File: src/sv/mluf_pkg.sv
// ----------------------------------------------------------------------------
// mluf_pkg: shared types and constants of the mutex lock unit
// Word formats, request and status codes, and the wait queue control bundles.
// ----------------------------------------------------------------------------
package mluf_pkg;

  localparam int ThreadCount = 16;
  localparam int QueueDepth  = 16;
  localparam int CountBits   = 8;

  localparam int IdW = 4;

  localparam logic [1:0] FUNC_TRY_LOCK = 2'd0;
  localparam logic [1:0] FUNC_LOCK     = 2'd1;
  localparam logic [1:0] FUNC_UNLOCK   = 2'd2;

  localparam logic [2:0] ST_SUCCESS = 3'd0;
  localparam logic [2:0] ST_BUSY    = 3'd1;
  localparam logic [2:0] ST_BLOCKED = 3'd2;
  localparam logic [2:0] ST_ERROR   = 3'd3;
  localparam logic [2:0] ST_FULL    = 3'd4;

  localparam int          RegCount       = 1;
  localparam int          PaddrW         = 3;
  localparam logic [PaddrW-1:0] REG_RECURSIVE_MODE = 3'd0;

  typedef struct packed {
    logic [1:0]     func;
    logic [IdW-1:0] thread_id;
  } req_t;

  typedef struct packed {
    logic [2:0]     status;
    logic           grant_valid;
    logic [IdW-1:0] granted_thread;
    logic           owner_valid;
    logic [IdW-1:0] owner_id;
  } rsp_t;

  // control from the lock logic to the wait queue
  typedef struct packed {
    logic           push;
    logic           pop;
    logic [IdW-1:0] push_id;
  } queue_ctrl_t;

  // status from the wait queue back to the lock logic
  typedef struct packed {
    logic           empty;
    logic           full;
    logic [IdW-1:0] head_id;
  } queue_stat_t;

endpackage

File: src/sv/mutex_lock_unit_fifo_waiters.sv
// ----------------------------------------------------------------------------
// mutex_lock_unit_fifo_waiters: recursive mutex with a FIFO wait queue
// Serves try_lock, lock and unlock requests and reports owner and grants.
// ----------------------------------------------------------------------------
// Usage:
//   Request channel (req_valid_i / req_ready_o / req_i) carries one word per
//   request: func (try_lock, lock, unlock) and thread_id. Response channel
//   (rsp_valid_o / rsp_ready_i / rsp_o) returns one word per request: status,
//   grant to the head waiter on a final unlock, and the owner after the step.
//   The response is registered at the edge that accepts the request.
//   Throughput is one request per cycle while the receiver keeps up; the
//   single response register sets it, and a new request is taken in the
//   same cycle the waiting response is taken.
//   When the receiver stalls, the response register holds its word and
//   req_ready_o drops until the word is taken.
//   The wait queue is a row of cells that shift toward the head on each
//   handover; a push loads the first free cell.
//   Reset: mutex free, owner and nest count zero, queue empty, recursive mode
//   off. No clearing pass is needed; requests are taken right after reset.
//   Configuration: APB register 0 (byte address 0) holds recursive_mode in
//   bit 0. Write it only while no request is in flight.
// ----------------------------------------------------------------------------
module mutex_lock_unit_fifo_waiters (
  input  logic                         clk_i,
  input  logic                         rst_ni,

  input  logic                         req_valid_i,
  output logic                         req_ready_o,
  input  mluf_pkg::req_t               req_i,

  output logic                         rsp_valid_o,
  input  logic                         rsp_ready_i,
  output mluf_pkg::rsp_t               rsp_o,

  input  logic                         psel,
  input  logic                         penable,
  input  logic                         pwrite,
  input  logic [mluf_pkg::PaddrW-1:0]  paddr,
  input  logic [31:0]                  pwdata,
  output logic [31:0]                  prdata,
  output logic                         pready
);

  localparam int CB = mluf_pkg::CountBits;

  // mode register
  logic recursive_q;

  // lock state
  logic                      held_q, held_d;
  logic [mluf_pkg::IdW-1:0]  owner_q, owner_d;
  logic [CB-1:0]             nest_q, nest_d;

  // response register
  logic                      rsp_valid_q;
  mluf_pkg::rsp_t            rsp_q, rsp_d;

  mluf_pkg::queue_ctrl_t     q_ctrl;
  mluf_pkg::queue_stat_t     q_stat;

  logic                      accept;
  logic [CB-1:0]             nest_dec;

  // --- configuration port ---------------------------------------------------
  assign pready = 1'b1;
  assign prdata = (paddr == mluf_pkg::REG_RECURSIVE_MODE) ? {31'b0, recursive_q} : 32'b0;

  always_ff @(posedge clk_i or negedge rst_ni) begin
    if (!rst_ni) begin
      recursive_q <= 1'b0;
    end else if (psel && penable && pwrite && pready &&
                 paddr == mluf_pkg::REG_RECURSIVE_MODE) begin
      recursive_q <= pwdata[0];
    end
  end

  // --- handshake --------------------------------------------------------------
  // take a new request when the response slot is empty or drains this cycle
  assign req_ready_o = !rsp_valid_q || rsp_ready_i;
  assign accept      = req_valid_i && req_ready_o;

  // --- request decode -------------------------------------------------------
  assign nest_dec = (nest_q != '0) ? nest_q - CB'(1) : nest_q;

  always_comb begin
    held_d          = held_q;
    owner_d         = owner_q;
    nest_d          = nest_q;
    q_ctrl.push     = 1'b0;
    q_ctrl.pop      = 1'b0;
    q_ctrl.push_id  = req_i.thread_id;
    rsp_d.status         = mluf_pkg::ST_SUCCESS;
    rsp_d.grant_valid    = 1'b0;
    rsp_d.granted_thread = '0;

    if (int'(req_i.thread_id) >= mluf_pkg::ThreadCount) begin
      rsp_d.status = mluf_pkg::ST_ERROR;
    end else begin
      unique case (req_i.func)
        mluf_pkg::FUNC_TRY_LOCK: begin
          if (held_q) begin
            rsp_d.status = mluf_pkg::ST_BUSY;
          end else begin
            held_d  = 1'b1;
            owner_d = req_i.thread_id;
            nest_d  = CB'(1);
          end
        end
        mluf_pkg::FUNC_LOCK: begin
          priority if (!held_q) begin
            held_d  = 1'b1;
            owner_d = req_i.thread_id;
            nest_d  = CB'(1);
          end else if (owner_q == req_i.thread_id) begin
            // in recursive mode, nest on relock; saturate at the top of the counter
            if (recursive_q && nest_q != '1) begin
              nest_d = nest_q + CB'(1);
            end
          end else if (q_stat.full) begin
            rsp_d.status = mluf_pkg::ST_FULL;
          end else begin
            q_ctrl.push  = accept;
            rsp_d.status = mluf_pkg::ST_BLOCKED;
          end
        end
        mluf_pkg::FUNC_UNLOCK: begin
          if (!held_q || owner_q != req_i.thread_id) begin
            rsp_d.status = mluf_pkg::ST_ERROR;
          end else begin
            priority if (recursive_q && nest_dec != '0) begin
              nest_d = nest_dec;
            end else if (q_stat.empty) begin
              held_d  = 1'b0;
              owner_d = '0;
              nest_d  = '0;
            end else begin
              // hand ownership to the head waiter
              q_ctrl.pop           = accept;
              owner_d              = q_stat.head_id;
              nest_d               = CB'(1);
              rsp_d.grant_valid    = 1'b1;
              rsp_d.granted_thread = q_stat.head_id;
            end
          end
        end
        default: begin
          // unused code: no change, success
        end
      endcase
    end

    rsp_d.owner_valid = held_d;
    rsp_d.owner_id    = held_d ? owner_d : '0;
  end

  // --- wait queue ---------------------------------------------------------
  mluf_wait_queue u_queue (
    .clk_i  (clk_i),
    .rst_ni (rst_ni),
    .ctrl_i (q_ctrl),
    .stat_o (q_stat)
  );

  // --- state and response registers ---------------------------------------
  always_ff @(posedge clk_i or negedge rst_ni) begin
    if (!rst_ni) begin
      held_q      <= 1'b0;
      owner_q     <= '0;
      nest_q      <= '0;
      rsp_valid_q <= 1'b0;
    end else begin
      if (accept) begin
        held_q  <= held_d;
        owner_q <= owner_d;
        nest_q  <= nest_d;
      end
      // hold the word until taken; load on every accept
      if (accept) begin
        rsp_valid_q <= 1'b1;
      end else if (rsp_ready_i) begin
        rsp_valid_q <= 1'b0;
      end
    end
  end

  always_ff @(posedge clk_i) begin
    if (accept) begin
      rsp_q <= rsp_d;
    end
  end

  assign rsp_valid_o = rsp_valid_q;
  assign rsp_o       = rsp_q;

endmodule

File: src/sv/mluf_wait_cell.sv
// ----------------------------------------------------------------------------
// mluf_wait_cell: one slot of the wait queue
// Holds one waiting thread id; shifts toward the head on pop, loads on push.
// ----------------------------------------------------------------------------
module mluf_wait_cell (
  input  logic                          clk_i,
  input  logic                          rst_ni,
  input  mluf_pkg::queue_ctrl_t         ctrl_i,
  input  logic                          prev_valid_i,
  input  logic                          next_valid_i,
  input  logic [mluf_pkg::IdW-1:0]      next_id_i,
  output logic                          valid_o,
  output logic [mluf_pkg::IdW-1:0]      id_o
);

  logic                     valid_q, valid_d;
  logic [mluf_pkg::IdW-1:0] id_q, id_d;

  always_comb begin
    valid_d = valid_q;
    id_d    = id_q;
    if (ctrl_i.pop) begin
      valid_d = next_valid_i;
      id_d    = next_id_i;
    end else if (ctrl_i.push && !valid_q && prev_valid_i) begin
      // first free slot takes the new waiter
      valid_d = 1'b1;
      id_d    = ctrl_i.push_id;
    end
  end

  always_ff @(posedge clk_i or negedge rst_ni) begin
    if (!rst_ni) begin
      valid_q <= 1'b0;
    end else begin
      valid_q <= valid_d;
    end
  end

  always_ff @(posedge clk_i) begin
    id_q <= id_d;
  end

  assign valid_o = valid_q;
  assign id_o    = id_q;

endmodule

File: src/sv/mluf_wait_queue.sv
// ----------------------------------------------------------------------------
// mluf_wait_queue: first-in first-out queue of waiting threads
// A row of cells; the head sits in cell 0 and the row shifts down on pop.
// ----------------------------------------------------------------------------
module mluf_wait_queue (
  input  logic                  clk_i,
  input  logic                  rst_ni,
  input  mluf_pkg::queue_ctrl_t ctrl_i,
  output mluf_pkg::queue_stat_t stat_o
);

  localparam int Depth = mluf_pkg::QueueDepth;

  logic [Depth-1:0]             cell_valid;
  logic [mluf_pkg::IdW-1:0]     cell_id [Depth];

  for (genvar i = 0; i < Depth; i++) begin : g_cell
    logic                     prev_valid;
    logic                     next_valid;
    logic [mluf_pkg::IdW-1:0] next_id;

    if (i == 0) begin : g_first
      assign prev_valid = 1'b1;
    end else begin : g_mid
      assign prev_valid = cell_valid[i-1];
    end

    if (i == Depth - 1) begin : g_last
      assign next_valid = 1'b0;
      assign next_id    = '0;
    end else begin : g_inner
      assign next_valid = cell_valid[i+1];
      assign next_id    = cell_id[i+1];
    end

    mluf_wait_cell u_cell (
      .clk_i        (clk_i),
      .rst_ni       (rst_ni),
      .ctrl_i       (ctrl_i),
      .prev_valid_i (prev_valid),
      .next_valid_i (next_valid),
      .next_id_i    (next_id),
      .valid_o      (cell_valid[i]),
      .id_o         (cell_id[i])
    );
  end

  assign stat_o.empty   = !cell_valid[0];
  assign stat_o.full    = cell_valid[Depth-1];
  assign stat_o.head_id = cell_id[0];

endmodule

File: config.mk
export PLATFORM = sky130hd
export DESIGN_NAME = mutex_lock_unit_fifo_waiters
export DESIGN_NICKNAME = d
export VERILOG_FILES = /design/src/sv/mluf_pkg.sv /design/src/sv/mutex_lock_unit_fifo_waiters.sv /design/src/sv/mluf_wait_cell.sv /design/src/sv/mluf_wait_queue.sv
export SDC_FILE = /design/constraint.sdc
export NUM_CORES = 1
export LEC_CHECK = 0
export BUFFER_PORTS_ARGS = -buffer_cell sky130_fd_sc_hd__buf_2
export CAP_MARGIN = 5
export CORE_MARGIN = 1.5
export CORE_UTILIZATION = 56
export DETAILED_ROUTE_END_ITERATION = 6
export PLACE_DENSITY_LB_ADDON = 0.2
export SLEW_MARGIN = 25
export SYNTH_ARGS = -nofsm -noshare
export SYNTH_HDL_FRONTEND = slang
export SYNTH_HIERARCHICAL = 1
export SYNTH_SLANG_ARGS = --single-unit
File: constraint.sdc
create_clock -name clk_i -period 5.3 [get_ports clk_i]
set_input_delay 0.795 -clock clk_i [delete_from_list [all_inputs] [get_ports clk_i]]
set_output_delay 0.795 -clock clk_i [all_outputs]
set_load 0.03 [all_outputs]
==> flow_metrics.env, run 1 <==
export IMPL_avgSynthCellArea_um2=12.3
export IMPL_syn_area_um2=6270
export IMPL_hold_viol=0
export IMPL_grt_pass1_vias=3600
export IMPL_period_needed_ns=3.73
export IMPL_crit_type="reg2reg"
export IMPL_final_setup_tns_ns=0
export IMPL_path_max_fanout=87
export IMPL_synth_xor_area_share_pct=0.838
export IMPL_cts_hold_buf=0
export IMPL_rsz0062_at_grt="no"
export IMPL_synth_simple_area_share_pct=13.0
export IMPL_seqPwrFrac_pct=51.9
export IMPL_cts_root_buf="clkbuf_8"
export IMPL_ys_seq_elements=108
export IMPL_viasPerCell=5.70
export IMPL_synth_top_area_share_pct=36.9
export IMPL_start_util_pct=57.6
export IMPL_start_kind="flop"
export IMPL_synthMuxAreaShare_pct=16.0
export IMPL_p_clk_share_pct=24.8
export IMPL_antenna_cells=0
export IMPL_cp_data_arrival_time_ns=3.74
export IMPL_ant_nets=0
export IMPL_end_kind="flop"
export IMPL_clkLatencyLatePin_ns=0.36
export IMPL_cts_resized=0
export IMPL_final_common_cell="edfxtp_1"
export IMPL_clk_transition_reported_paths_ns=0.10
export IMPL_max_freq_mhz=268
export IMPL_cts_tree="built"
export IMPL_setup_ws_ns=1.57
export IMPL_numPortBuffers=32
export IMPL_dr_pass1_iters=5
export IMPL_area_delta_synth_final_pct=3.73
export IMPL_drive_above_1_share_pct=24.4
export IMPL_dpl_hpwl_um=7490
export IMPL_grt_pass1_wl_um=18200
export IMPL_worstSetupStartpoint="nest_q[0]$_DFFE_PN0P_"
export IMPL_postCtsSetupRepairBufs=0
export IMPL_io_pin_count=96
export IMPL_synth_main_ff_cell="edfxtp_1"
export IMPL_antenna_found_initial=0
export IMPL_post_place_ws_ns=1.45
export IMPL_min_path_type="in2async"
export IMPL_drtIter0Drc=255
export IMPL_r2r_start="nest_q[0]$_DFFE_PN0P_"
export IMPL_fin_nets=585
export IMPL_leakage_nw=2.59
export IMPL_maxCapViolations=0
export IMPL_ir_worst_vdd_mv=0.146
export IMPL_cp_data_required_time_ns=5.31
export IMPL_synth_top_family_by_area="multiplexers"
export IMPL_clock_sinks=108
export IMPL_design_area_um2=6510
export IMPL_synth_top_cell_by_area="edfxtp_1"
export IMPL_fp_coreArea_um2=10900
export IMPL_maxSlewViolCount=0
export IMPL_p_int_mw=1.41
export IMPL_netlist_cell_type_count=70
export IMPL_maxSlewHeadroom_pct=49.0
export IMPL_async_reset_ff_share_pct=28.7
export IMPL_synth_compound_area_share_pct=11.3
export IMPL_cts_inserted_buffers=9
export IMPL_vias=3853
export IMPL_num_rows=38
export IMPL_grt_max_degree=88
export IMPL_grt_overflow=0
export IMPL_syn_inst=510
export IMPL_ys_seq_area_share_pct=49.2
export IMPL_power_switching_mw=0.646
export IMPL_drcViolationCount=0
export IMPL_wl_um=11400
export IMPL_routedWlPerCell_um=16.8
export IMPL_cellPowerDensity_nw_per_um2=315
export IMPL_ys_warnings_count=6
export IMPL_clock_skew_ns=0.0131
export IMPL_max_clock_path_buffers=2
export IMPL_synthTopCellsByArea="edfxtp_1, mux2_4, dfrtp_1, buf_4, buf_6"
export IMPL_synth_edf_count=77
export IMPL_setup_viol=0
export IMPL_gp_congestion=0.860
export IMPL_worst_slew_pin_slew_ns=0.764
export IMPL_die_w_um=109
export IMPL_postPlaceCellArea_um2=6310
export IMPL_status="complete, no violations"
export IMPL_die_area_um2=11800
export IMPL_swShare_pct=31.5
export IMPL_layout_common_cells="edfxtp_1, mux2_4, nor2_1"
export IMPL_ctsHtreeMaxLevel=3
export IMPL_die_height_um=109
export IMPL_grt_use_total_pct=20.1
export IMPL_combinationalPowerShare_pct=23.3
export IMPL_synthAdderAreaFrac_pct=1.20
export IMPL_fin_crit_sh_pct=70.3
per-stage QoR:
stage	total power, mW	std cells	hold WS (ns)	utilization (%)
after global routing	2.15	676	0.547	59.8
after floorplan	1.46	544	0.499	-
after CTS	2.06	676	0.521	59.8
after detailed placement	1.55	660	0.534	57.9
after global placement	1.53	660	0.527	57.9
final	2.05	676	0.496	59.8
cell families (layout without fill, tap and decap cells):
kind of cell	after synthesis	count (layout)
AO/OA/AOI/OAI	95	95
XOR/XNOR	6	6
AND/OR/NAND/NOR	152	152
multiplexers	68	68
other	4	38
buffers and inverters	71	63
adder cells (fa/ha/maj)	6	6
flip-flops	108	108
power groups by stage:
| stage | clock network [mW] | logic (mW) | registers [mW] |
|---|---|---|---|
| 6_report | 0.509 | 0.477 | 1.06 |
| 3_3_place_gp | 0 | 0.458 | 1.08 |
| 5_1_grt | 0.556 | 0.519 | 1.08 |
| 2_1_floorplan | 0 | 0.398 | 1.06 |
| 4_1_cts | 0.527 | 0.473 | 1.06 |
| 3_5_place_dp | 0 | 0.470 | 1.08 |
synth_stat cells, drive strengths merged (2+ instances only):
cell type / instances
edfxtp: 77
mux2: 65
buf: 52
nor2: 39
nand2: 35
dfrtp: 31
a21oi: 22
nor2b: 16
o21bai: 16
and3: 12
o21ai: 12
inv: 11
nor3: 8
clkbuf: 7
nand3: 7
a221o: 6
ha: 6
nand4: 6
and2: 5
nor4: 5
o22ai: 5
xor2: 5
a21o: 4
a31oi: 4
conb: 4
nand2b: 4
mux2i: 3
o211ai: 3
or2: 3
a211o: 2
a221oi: 2
and4: 2
nor3b: 2
o21a: 2
o311a: 2
o31ai: 2
o32ai: 2
path summary, 6_finish.rpt:
check / end / depth (start not counted) / slack [ns]
min in group clk_i: u_queue/g_cell[1].u_cell/id_o[3]$_DFFE_PP_ / 1 / 0.54
max in group asynchronous: u_queue/g_cell[0].u_cell/valid_o$_DFFE_PN0P_ / 1 / 4.31
min: nest_q[4]$_DFFE_PN0P_ / 1 / 0.50
max: u_queue/g_cell[15].u_cell/id_o[1]$_DFFE_PP_ / 9 / 1.57
max reg2reg: u_queue/g_cell[15].u_cell/id_o[1]$_DFFE_PP_ / 9 / 1.57
min reg2reg: u_queue/g_cell[1].u_cell/id_o[3]$_DFFE_PP_ / 1 / 0.54
per-layer routing:
layer | wire [um] | share of wire, % | GRT usage [%]
met2 | 5430 | 48 | 31.9
met3 | 564 | 5.0 | 3.53
met4 | 123 | 1.1 | 5.36
met5 | 0 | 0 | 0
met1 | 5270 | 46 | 28.7
final cells by class:
cell class	count	area, um2
clock inverters	5	58.8
flip-flops and latches	108	3090
well taps	140	175
repair buffers	35	195
multi-input cells	365	2800
fillers	880	4380
clock buffers	11	141
inverters	12	45.0
registers in the layout (all words and copies together), names as in the netlist:
signal,flops
held_q,1
nest_q,8
owner_q,4
recursive_q,1
rsp_o,13
rsp_valid_o,1
u_queue/g_cell.u_cell/id_o,64
u_queue/g_cell.u_cell/valid_o,16
worst max-delay path: stages (launching register included):
cell      delay [ns]
dfrtp_1         0.55
inv_1           0.18
ha_1            0.28
nor3b_2         0.39
and3_1          0.42
a21o_1          0.24
o221ai_2        0.15
nor3_2          0.36
buf_12          0.43
o21bai_1        0.33
Note: power is estimated with default switching activity, not from simulation.
==> run 2: changes to the inputs <==
--- a/config.mk
+++ b/config.mk
@@ -8,7 +8,7 @@
 export BUFFER_PORTS_ARGS = -buffer_cell sky130_fd_sc_hd__buf_2
 export CAP_MARGIN = 5
 export CORE_MARGIN = 1.5
-export CORE_UTILIZATION = 56
+export CORE_UTILIZATION = 52
 export DETAILED_ROUTE_END_ITERATION = 6
 export PLACE_DENSITY_LB_ADDON = 0.2
 export SLEW_MARGIN = 25
==> constraint.sdc (replaced) <==
create_clock -name clk_i -period 3.04 [get_ports clk_i]
set_input_delay 0.456 -clock clk_i [delete_from_list [all_inputs] [get_ports clk_i]]
set_output_delay 0.456 -clock clk_i [all_outputs]
set_load 0.03 [all_outputs]
==> run 2 against run 1 <==
  * Via count is 2.3% higher
  * Non-clock buffer count grew 19
  * First-iteration DRC count rose by 28%
  * Core utilization fell by 0.61 points
  * Critical endpoint is now u_queue/g_cell[13].u_cell/id_o[0]$_DFFE_PP_
  * Largest power group unchanged
==> flow_metrics.env, run 2 (synthesis results as in run 1) <==
export IMPL_status="complete, no violations"
export IMPL_grt_overflow=0
export IMPL_regArea_um2=3090
export IMPL_routedWlPerCell_um=17.0
export IMPL_io_pin_count=96
export IMPL_final_setup_tns_ns=0
export IMPL_vias=3943
export IMPL_fin_crit_sh_pct=96.7
export IMPL_fin_util_pct=59.1
export IMPL_die_height_um=113
export IMPL_cts_root_buf="clkbuf_16"
export IMPL_area_delta_synth_final_pct=9.52
export IMPL_maxSlewHeadroom_pct=51.1
export IMPL_setup_viol=0
export IMPL_hold_viol=0
export IMPL_maxCapViolations=0
export IMPL_drive_above_1_share_pct=30.5
export IMPL_final_common_cell="edfxtp_1"
export IMPL_path_buf_inv=2
export IMPL_cts_inserted_buffers=9
export IMPL_grt_pass1_vias=3846
export IMPL_antenna_found_initial=0
export IMPL_crit_type="reg2reg"
export IMPL_design_area_um2=6870
export IMPL_end_kind="flop"
export IMPL_cellPowerDensity_nw_per_um2=567
export IMPL_antenna_cells=0
export IMPL_r2r_cells=8
export IMPL_wl_um=11800
export IMPL_dr_max_layer_used="met4"
export IMPL_die_w_um=113
export IMPL_met3_length_um=465
export IMPL_r2r_end="u_queue/g_cell[13].u_cell/id_o[0]$_DFFE_PP_"
export IMPL_viasPerCell=5.65
export IMPL_layout_common_cells="edfxtp_1, mux2_4, nor2_1"
export IMPL_fp_coreArea_um2=11600
export IMPL_r2r_slack_ns=0.10
export IMPL_multi_input_area_um2=2890
export IMPL_postPlaceCellArea_um2=6600
export IMPL_largest_register_ffs=64
export IMPL_start_util_pct=54.0
export IMPL_wl_met1_um=5710
export IMPL_cp_slowest_stage_delay_ns=0.61
export IMPL_period_needed_ns=2.94
export IMPL_worst_slew_pin_slew_ns=0.734
export IMPL_cp_data_arrival_time_ns=3.04
export IMPL_gp_congestion=0.860
export IMPL_grt_use_total_pct=19.8
export IMPL_cp_cell_sequence="or4_4 > o31ai_4 > o311a_4 > o221ai_2 > nor3_4 > buf_12 > buf_12 > mux2_4"
export IMPL_slowest_stage="or4_4"
export IMPL_num_rows=39
export IMPL_ir_worst_vdd_mv=0.440
export IMPL_clock_skew_ns=0.00668
export IMPL_dpl_hpwl_um=8370
export IMPL_grt_pass1_wl_um=19600
export IMPL_rsz0062_at_grt="no"
export IMPL_clk_transition_reported_paths_ns=0.07
export IMPL_max_clock_path_buffers=2
export IMPL_numPortBuffers=32
export IMPL_clkLatencyLatePin_ns=0.35
export IMPL_min_path_type="in2async"
export IMPL_dr_pass1_iters=4
export IMPL_leakage_nw=2.85
export IMPL_clock_sinks=108
export IMPL_fin_hold_ws_ns=0.162
export IMPL_grt_max_degree=32
export IMPL_r2r_start="nest_q[0]$_DFFE_PN0P_"
export IMPL_path_common_cell="buf_12"
export IMPL_start_kind="flop"
export IMPL_die_area_um2=12700
export IMPL_drcViolationCount=0
export IMPL_cp_data_required_time_ns=3.14
export IMPL_ctsHtreeMaxLevel=3
export IMPL_drtIter0Drc=326
export IMPL_path_max_fanout=26
export IMPL_max_freq_mhz=340
export IMPL_fin_nets=604
export IMPL_dr_wl_met2_um=5410
export IMPL_maxSlewViolCount=0
export IMPL_fill_cells=926
export IMPL_crit_family="simple AND/OR/NAND/NOR gates"
export IMPL_cts_tree="built"
export IMPL_ant_nets=0
-- run 2: where the power goes --
part           switching [mW]  leakage (nW)  total (mW)  internal [mW]
combinational           0.531          1.61       0.933          0.402
clock                   0.547         0.133        1.11          0.564
sequential              0.145          1.11        1.85           1.71
total                    1.22          2.85        3.90           2.67
-- run 2: how the worst max path moves through the flow --
stage                          start                                     endpoint  slack [ns]  cells past startpoint
2_1_floorplan  nest_q[0]$_DFFE_PN0P_   u_queue/g_cell[0].u_cell/id_o[0]$_DFFE_PP_       -0.03                     10
3_3_place_gp   nest_q[0]$_DFFE_PN0P_  u_queue/g_cell[13].u_cell/id_o[3]$_DFFE_PP_        0.11                      8
3_5_place_dp   nest_q[0]$_DFFE_PN0P_  u_queue/g_cell[13].u_cell/id_o[0]$_DFFE_PP_         0.1                      8
4_1_cts        nest_q[0]$_DFFE_PN0P_  u_queue/g_cell[13].u_cell/id_o[3]$_DFFE_PP_        0.06                      8
5_1_grt        nest_q[0]$_DFFE_PN0P_  u_queue/g_cell[14].u_cell/id_o[1]$_DFFE_PP_        0.03                      8
6_report       nest_q[0]$_DFFE_PN0P_  u_queue/g_cell[13].u_cell/id_o[0]$_DFFE_PP_        0.10                      8
-- run 2: final cells by class --
cell class	count	area share (%)
inverters	12	0.729
well taps	143	2.60
flip-flops and latches	108	45.0
multi-input cells	365	42.1
clock buffers	10	3.33
repair buffers	54	5.65
clock inverters	6	0.656
-- run 2: metrics by stage --
| stage | setup WS [ns] | std cells | power (mW) |
|---|---|---|---|
| floorplan | -0.0327 | 544 | 2.60 |
| global placement | 0.110 | 682 | 2.77 |
| detailed placement | 0.0951 | 682 | 2.80 |
| CTS | 0.0610 | 698 | 3.91 |
| global route | 0.0253 | 698 | 4.10 |
| finish | 0.101 | 698 | 3.90 |
-- run 2: metal layers --
metal | vias up | track usage [%]
li1 | 1892 | -
met3 | 18 | 3.91
met5 | - | 0
met1 | 1934 | 28.3
met2 | 99 | 30.0
met4 | 0 | 8.02
-- run 2: timing repair --
item,4_1_cts,5_1_grt
setup endpoints to repair,0,17
endpoints found under the hold margin,0,0
resized for setup,0,0
hold buffers,0,0
buffers inserted,0,0
==> run 3: changes to the inputs <==
--- a/config.mk
+++ b/config.mk
@@ -7,6 +7,7 @@
 export LEC_CHECK = 0
 export BUFFER_PORTS_ARGS = -buffer_cell sky130_fd_sc_hd__buf_2
 export CAP_MARGIN = 5
+export CORE_ASPECT_RATIO = 1.1
 export CORE_MARGIN = 1.5
 export CORE_UTILIZATION = 52
 export DETAILED_ROUTE_END_ITERATION = 6
==> run 3 against run 2 <==
  * Die area is essentially flat
  * Total power grew 1.9%
  * Critical path depth unchanged
  * Clock-buffer cell count down 1
  * Core utilization rose by 0.94 points
  * Global-route usage is 0.17 points higher
  * Worst setup slack improved by 0.038 ns
  * Cell count rose by 1.7%
  * Worst hold slack gained 0.0085 ns
  * Largest cell class unchanged
==> flow_metrics.env, run 3 (synthesis results as in run 1) <==
export IMPL_maxSlewHeadroom_pct=50.5
export IMPL_die_height_um=118
export IMPL_path_common_cell="buf_12"
export IMPL_clock_sinks=108
export IMPL_maxCapViolations=0
export IMPL_cp_data_required_time_ns=3.14
export IMPL_grt_max_degree=32
export IMPL_post_place_ws_ns=0.104
export IMPL_fin_cells=710
export IMPL_ir_worst_vdd_mv=0.363
export IMPL_leakage_nw=2.89
export IMPL_antenna_cells=0
export IMPL_maxSlewViolCount=0
export IMPL_grt_pass1_wl_um=19900
export IMPL_largest_register_ffs=64
export IMPL_path_max_fanout=26
export IMPL_num_rows=41
export IMPL_grt_pass1_vias=3832
export IMPL_cp_cell_sequence="or4_4 > o31ai_4 > o311a_4 > o221ai_2 > nor3_4 > buf_12 > buf_12 > mux2_4"
export IMPL_rsz0062_at_grt="no"
export IMPL_path_buf_inv=2
export IMPL_max_clock_path_buffers=2
export IMPL_dp_cells=690
export IMPL_fp_coreArea_um2=11600
export IMPL_clkLatencyLatePin_ns=0.35
export IMPL_hold_viol=0
export IMPL_drive_above_1_share_pct=31.3
export IMPL_multi_input_area_um2=2890
export IMPL_ctsHtreeMaxLevel=3
export IMPL_cts_inserted_buffers=9
export IMPL_routedWlPerCell_um=17.1
export IMPL_clock_skew_ns=0.00930
export IMPL_antenna_found_initial=0
export IMPL_drtIter0Drc=210
export IMPL_io_pin_count=96
export IMPL_regArea_um2=3090
export IMPL_start_kind="flop"
export IMPL_numPortBuffers=32
export IMPL_use_met3_pct=3.14
export IMPL_fill_cells=929
export IMPL_fin_nets=609
export IMPL_ant_nets=0
export IMPL_drcViolationCount=0
export IMPL_start_util_pct=54.1
export IMPL_cts_root_buf="clkbuf_16"
export IMPL_viasPerCell=5.64
export IMPL_period_needed_ns=2.90
export IMPL_grt_use_total_pct=20.0
export IMPL_grt_overflow=0
export IMPL_setup_viol=0
export IMPL_wl_um=12200
export IMPL_fin_crit_sh_pct=95.4
export IMPL_crit_family="simple AND/OR/NAND/NOR gates"
export IMPL_slowest_stage="or4_4"
export IMPL_cellPowerDensity_nw_per_um2=570
export IMPL_cts_tree="built"
export IMPL_crit_type="reg2reg"
export IMPL_max_freq_mhz=345
export IMPL_vias=4007
export IMPL_end_kind="flop"
export IMPL_dr_pass1_iters=5
export IMPL_gp_congestion=0.866
export IMPL_die_area_um2=12700
export IMPL_grt_busiest_layer="met2"
export IMPL_setup_ws_ns=0.140
export IMPL_status="complete, no violations"
export IMPL_area_delta_synth_final_pct=11.1
export IMPL_cp_slowest_stage_delay_ns=0.60
export IMPL_min_path_type="in2async"
export IMPL_cp_data_arrival_time_ns=3.00
export IMPL_die_w_um=108
export IMPL_use_met1_pct=28.4
export IMPL_fin_util_pct=60.1
export IMPL_dpl_hpwl_um=8210
export IMPL_grt_use_met2_pct=31.8
export IMPL_final_common_cell="edfxtp_1"
export IMPL_layout_common_cells="edfxtp_1, mux2_4, nor2_1"
export IMPL_clk_transition_reported_paths_ns=0.07
export IMPL_worst_slew_pin_slew_ns=0.743
[run 3: power by group]
group	internal [mW]	leakage (nW)	switching, mW	total, mW
Combinational	0.397	1.64	0.529	0.925
Clock	0.644	0.143	0.546	1.19
Sequential	1.71	1.11	0.146	1.85
Total	2.75	2.89	1.22	3.97
[run 3: final timing paths]
check / from / end / slack, ns / cells after the start
min in group clk_i: pwdata[0] / recursive_q$_DFFE_PN0P_ / 0.34 / 2
hold reg to reg: u_queue/g_cell[5].u_cell/id_o[3]$_DFFE_PP_ / u_queue/g_cell[4].u_cell/id_o[3]$_DFFE_PP_ / 0.55 / 1
setup / recovery: nest_q[0]$_DFFE_PN0P_ / u_queue/g_cell[0].u_cell/id_o[0]$_DFFE_PP_ / 0.14 / 8
max in group asynchronous: rst_ni / nest_q[0]$_DFFE_PN0P_ / 2.36 / 1
setup reg to reg: nest_q[0]$_DFFE_PN0P_ / u_queue/g_cell[0].u_cell/id_o[0]$_DFFE_PP_ / 0.14 / 8
hold / removal: rst_ni / rsp_valid_o$_DFFE_PN0P_ / 0.17 / 1
[run 3: timing repair]
item / 4_1_cts / 5_1_grt
setup endpoints to repair: 0 / 26
buffers inserted: 0 / 4
hold buffers: 0 / 0
gates resized for setup: 0 / 1
[run 3: routing by layer]
layer | wire [um] | vias to the layer above
li1 | - | 1889
met1 | 5660 | 1992
met2 | 5800 | 113
met3 | 559 | 13
met4 | 149 | 0
met5 | 0 | -
[run 3: cell type report]
class	count	area share, %
Tap cell	150	2.69
Sequential cell	108	44.3
Multi-Input combinational cell	365	41.5
Timing Repair Buffer	59	6.47
Clock buffer	9	3.23
Clock inverter	7	1.06
Inverter	12	0.718
[run 3: worst register-to-register path: cells and delay by family (launching register included)]
| family | cells | cell delay (ns) |
|---|---|---|
| compound gates | 3 | 0.68 |
| buf+inv | 2 | 0.39 |
| flops | 1 | 0.45 |
| mux | 1 | 0.32 |
| simple gates | 2 | 0.82 |
[run 3: metrics by stage]
step	area, um2	hold slack, ns	setup TNS (ns)	power [mW]
floorplan	6510	0.160	-2.09	2.60
CTS	6940	0.190	0	3.98
global placement	6640	0.527	0	2.77
detailed placement	6640	0.535	0	2.79
finish	6970	0.170	0	3.97
global route	6970	0.227	0	4.15
